`config.mk`:
```
export PLATFORM = sky130hd
export DESIGN_NAME = wipbt_eval
export DESIGN_NICKNAME = d
export VERILOG_FILES = /design/src/hdl/wipbt_pkg.sv /design/src/hdl/wipbt_eval.sv
export SDC_FILE = /design/constraint.sdc
export NUM_CORES = 1
export LEC_CHECK = 0
export BUFFER_PORTS_ARGS = -buffer_cell sky130_fd_sc_hd__buf_2
export CAP_MARGIN = 20
export CORE_AREA = 8 8 75 77
export DETAILED_ROUTE_END_ITERATION = 8
export DIE_AREA = 0 0 83 85
export PLACE_DENSITY = 0.92
export SETUP_SLACK_MARGIN = 0.3
export SLEW_MARGIN = 20
export SYNTH_ARGS = -nofsm -noshare
export SYNTH_HDL_FRONTEND = slang
export SYNTH_SLANG_ARGS = --single-unit
```
`constraint.sdc`:
```
create_clock -name vclk -period 2.1
set_clock_uncertainty 0.05 [all_clocks]
set_input_delay 0.21 -clock vclk [all_inputs]
set_output_delay 0.21 -clock vclk [all_outputs]
set_load 0.02 [all_outputs]
```
`src/hdl/wipbt_pkg.sv`:
```
// Package for the wildcard IP ban table: item types, table entry layout,
// state and status codes, and the pattern normalizing function. No dependencies.
package wipbt_pkg;

	localparam int TABLE_DEPTH_DEFAULT = 256;

	typedef enum logic [1:0] {
		KIND_LOOKUP = 2'd0,
		KIND_ADD    = 2'd1,
		KIND_REMOVE = 2'd2,
		KIND_NOP    = 2'd3
	} kind_t;

	typedef enum logic [2:0] {
		ST_CLEAR     = 3'd0,
		ST_BANNED    = 3'd1,
		ST_ADDED     = 3'd2,
		ST_FULL      = 3'd3,
		ST_DUPLICATE = 3'd4,
		ST_REMOVED   = 3'd5,
		ST_NOTFOUND  = 3'd6
	} status_t;

	typedef enum logic [2:0] {
		S_IDLE,
		S_READ,
		S_EVAL,
		S_APPEND,
		S_DONE
	} state_t;

	typedef struct packed {
		kind_t       kind;
		logic [7:0]  octet_a;
		logic [7:0]  octet_b;
		logic [7:0]  octet_c;
		logic [7:0]  octet_d;
		logic [3:0]  wildcard_bits;
		logic [31:0] now_seconds;
		logic [30:0] ban_seconds;
	} in_item_t;

	typedef struct packed {
		status_t     status;
		logic [7:0]  match_index;
		logic [8:0]  entry_count;
		logic [8:0]  expired_removed;
	} out_item_t;

	// Wildcard bit 0 covers octet a, bit 3 covers octet d.
	typedef struct packed {
		logic [3:0] wild;
		logic [7:0] oct_a;
		logic [7:0] oct_b;
		logic [7:0] oct_c;
		logic [7:0] oct_d;
	} pattern_t;

	typedef struct packed {
		pattern_t    pat;
		logic [31:0] expiry;
	} entry_t;

	typedef struct packed {
		logic expired;
		logic addr_hit;
		logic identical;
	} eval_t;

	// Octets under a wildcard bit are stored as zero, so identical patterns
	// compare equal over all their bits.
	function automatic pattern_t make_pattern(in_item_t it);
		pattern_t p;
		p.wild  = it.wildcard_bits;
		p.oct_a = it.wildcard_bits[0] ? 8'd0 : it.octet_a;
		p.oct_b = it.wildcard_bits[1] ? 8'd0 : it.octet_b;
		p.oct_c = it.wildcard_bits[2] ? 8'd0 : it.octet_c;
		p.oct_d = it.wildcard_bits[3] ? 8'd0 : it.octet_d;
		return p;
	endfunction

endpackage

```
`src/hdl/wipbt_eval.sv`:
```
// Entry evaluation for the wildcard IP ban table: expiry test, wildcard
// address match and exact pattern compare of one stored entry. Depends on wipbt_pkg.
module wipbt_eval import wipbt_pkg::*; (
	input  entry_t   entry,
	input  in_item_t cmd,
	output eval_t    res
);

	pattern_t want;
	logic [3:0] oct_ok;

	assign want = make_pattern(cmd);

	assign oct_ok[0] = entry.pat.wild[0] || (entry.pat.oct_a == cmd.octet_a);
	assign oct_ok[1] = entry.pat.wild[1] || (entry.pat.oct_b == cmd.octet_b);
	assign oct_ok[2] = entry.pat.wild[2] || (entry.pat.oct_c == cmd.octet_c);
	assign oct_ok[3] = entry.pat.wild[3] || (entry.pat.oct_d == cmd.octet_d);

	assign res.expired   = (entry.expiry != 32'd0) && (cmd.now_seconds > entry.expiry);
	assign res.addr_hit  = &oct_ok;
	assign res.identical = (entry.pat == want);

endmodule
```
==> out/qor.yml <==
route.vias.total: 2411
finalWirelength_um: 7450
n_antenna_cell: 0
hold_slack_ns: 0.847
firstDrtPassIters: 4
cts_hold_buf: 0
layout.cells.most_common_list: "buf_2, inv_1, ha_4"
fin_crit_ns: 1.96
final.clkbuf_count: 0
total_area_of_sequential_cells_um2: 0
ios: 172
detailed_place_hpwl_um: 5940
syn_nets: 441
routed_wire_length_per_instance_um: 17.1
post_synth_mux_area_share_pct: 0
first_pass_grt_wire_length_um: 11800
grt_overflow_total: 0
critical_path_required_ns: 1.84
netlist-cell-type-count: 35
finalHoldViolCount: 0
synth_warnings: 0
place_congestion: 0.864
status: "finished clean"
power_per_cell_area_nw_per_um2: 188
main_combinational_cell_family_by_area_after_synthesis: "compound AO/OA/AOI/OAI gates"
fmax_ghz: 0.509
vias_per_cell: 5.53
ir_drop_mv: 0.0975
crit_path_start_kind: "input pin"
antenna_violating_nets_post_route: 0
syn_inst: 240
core.rowCount: 25
avgSynthCellArea_um2: 6.50
nNetsFinal: 585
grt_usage_pct: 19.1
hold_class: "input pin to output pin"
design.die.area_um2: 7060
post_synth_and_or_nand_nor_area_fraction_pct: 26.5
drv.max_cap_violation_count: 0
post_synth_fa_ha_maj_area_fraction_pct: 25.7
critPathArrivalTime_ns: 1.70
remaining_drc_errors: 0
first_iter_violations: 73
antenna_found_initial: 0
syn_to_final_growth_pct: 76.0
drive_gt1_share_pct: 50.8
timing.max_slew.rel_slack_pct: 71.6
core-area_um2: 4540
tightest_pin_transition_ns: 0.426
floorplan.die.width_um: 83
nFlopsAndLatches: 0
die_y_um: 85
path_class: "input pin to output pin"
most_common_cell_after_layout_fill_and_taps_aside: "buf_2"
timing.critical_path.to_type: "output pin"
rsz_0062_raised_after_global_routing: "true"
grt_max_degree: 6
synth-seq-area-share_pct: 0
nFillCells: 400
p_total_w: 0.000516
place_ws_ns: -0.0446
synth_area_um2: 1560
grt_pass1_vias: 2692
numPortBuffers: 139
initial_core_util_pct: 34.4
period_share_pct: 93.5
slew_violations: 0
setup_viol: 0
synth_compound_area_share_pct: 30.8
post-route-worst-setup-slack_ns: 0.136
critical_path_peak_fanout: 2
power.static_leakage_nw: 1.43
yosys.area_share.xor_xnor_pct: 1.12
-- Yosys cell counts (2+ instances only) --
cell type	n	area, µm²
nor4_1	15	93.8
nand2_1	9	33.8
inv_1	66	248
o221ai_1	2	17.5
a222oi_1	3	30.0
o22ai_1	10	62.6
a21oi_1	17	85.1
o2111ai_1	3	26.3
ha_1	32	400
o21ai_0	9	45.0
nand3_1	5	25.0
and3_1	4	25.0
a22oi_1	6	45.0
o2bb2ai_1	2	17.5
nand4_1	13	81.3
xnor2_1	2	17.5
nor2b_1	4	25.0
a22o_1	3	26.3
nand2b_1	3	18.8
a21o_1	3	22.5
nor3_1	3	15.0
nor4_2	3	37.5
nor2_1	7	26.3
a31oi_1	5	31.3
-- critical path, cell delays in order --
cell     delay (ns)
buf_2          0.10
inv_1          0.07
ha_4           0.27
nand4_1        0.18
nor4_4         0.38
o31ai_2        0.14
a31oi_2        0.18
buf_4          0.17
-- final timing paths --
check                      from     end  slack [ns]  cells after the start
worst max-delay path  entry[18]  res[2]        0.14                      8
worst min-delay path  entry[33]  res[0]        0.85                      5
-- layer usage --
| metal | global-route usage, % | vias up | routed length [µm] |
|---|---|---|---|
| met5 | 0 | - | 0 |
| met4 | 8.15 | 0 | 339 |
| met3 | 3.45 | 30 | 353 |
| met2 | 36.5 | 105 | 3950 |
| met1 | 19.8 | 1091 | 2810 |
| li1 | - | 1185 | - |
-- cell families after synthesis --
kind of cell / after synthesis
fa+ha+maj: 32
simple gates: 70
compound gates: 70
buf+inv: 66
xor+xnor: 2
-- power breakdown --
group / internal, W / switching (W)
Clock: 0 / 0
Sequential: 0 / 0
Combinational: 0.000262 / 0.000254
-- stage by stage --
stage	instance area (µm²)	instances	util [%]	setup TNS, ns
CTS	2660	436	58.5	0
floorplan	1570	240	-	0
global placement	2340	434	51.5	0
detailed placement	2340	434	51.5	-0.0446
global route	2740	436	60.5	0
finish	2740	436	60.5	0
-- final cells by class --
| class | count | area [µm²] | share of cell area, % |
|---|---|---|---|
| Inverter | 66 | 250 | 9.12 |
| Timing Repair Buffer | 142 | 788 | 28.7 |
| Multi-Input combinational cell | 174 | 1640 | 59.7 |
| Tap cell | 54 | 67.6 | 2.46 |
-- timing repair --
item / CTS / global route
endpoints found under the hold margin: 0 / 0
pin swaps: 34 / 9
buffers inserted: 2 / 0
setup endpoints to repair: 2 / 3
resized for setup: 45 / 18
Note: power is estimated with default switching activity, not from simulation.
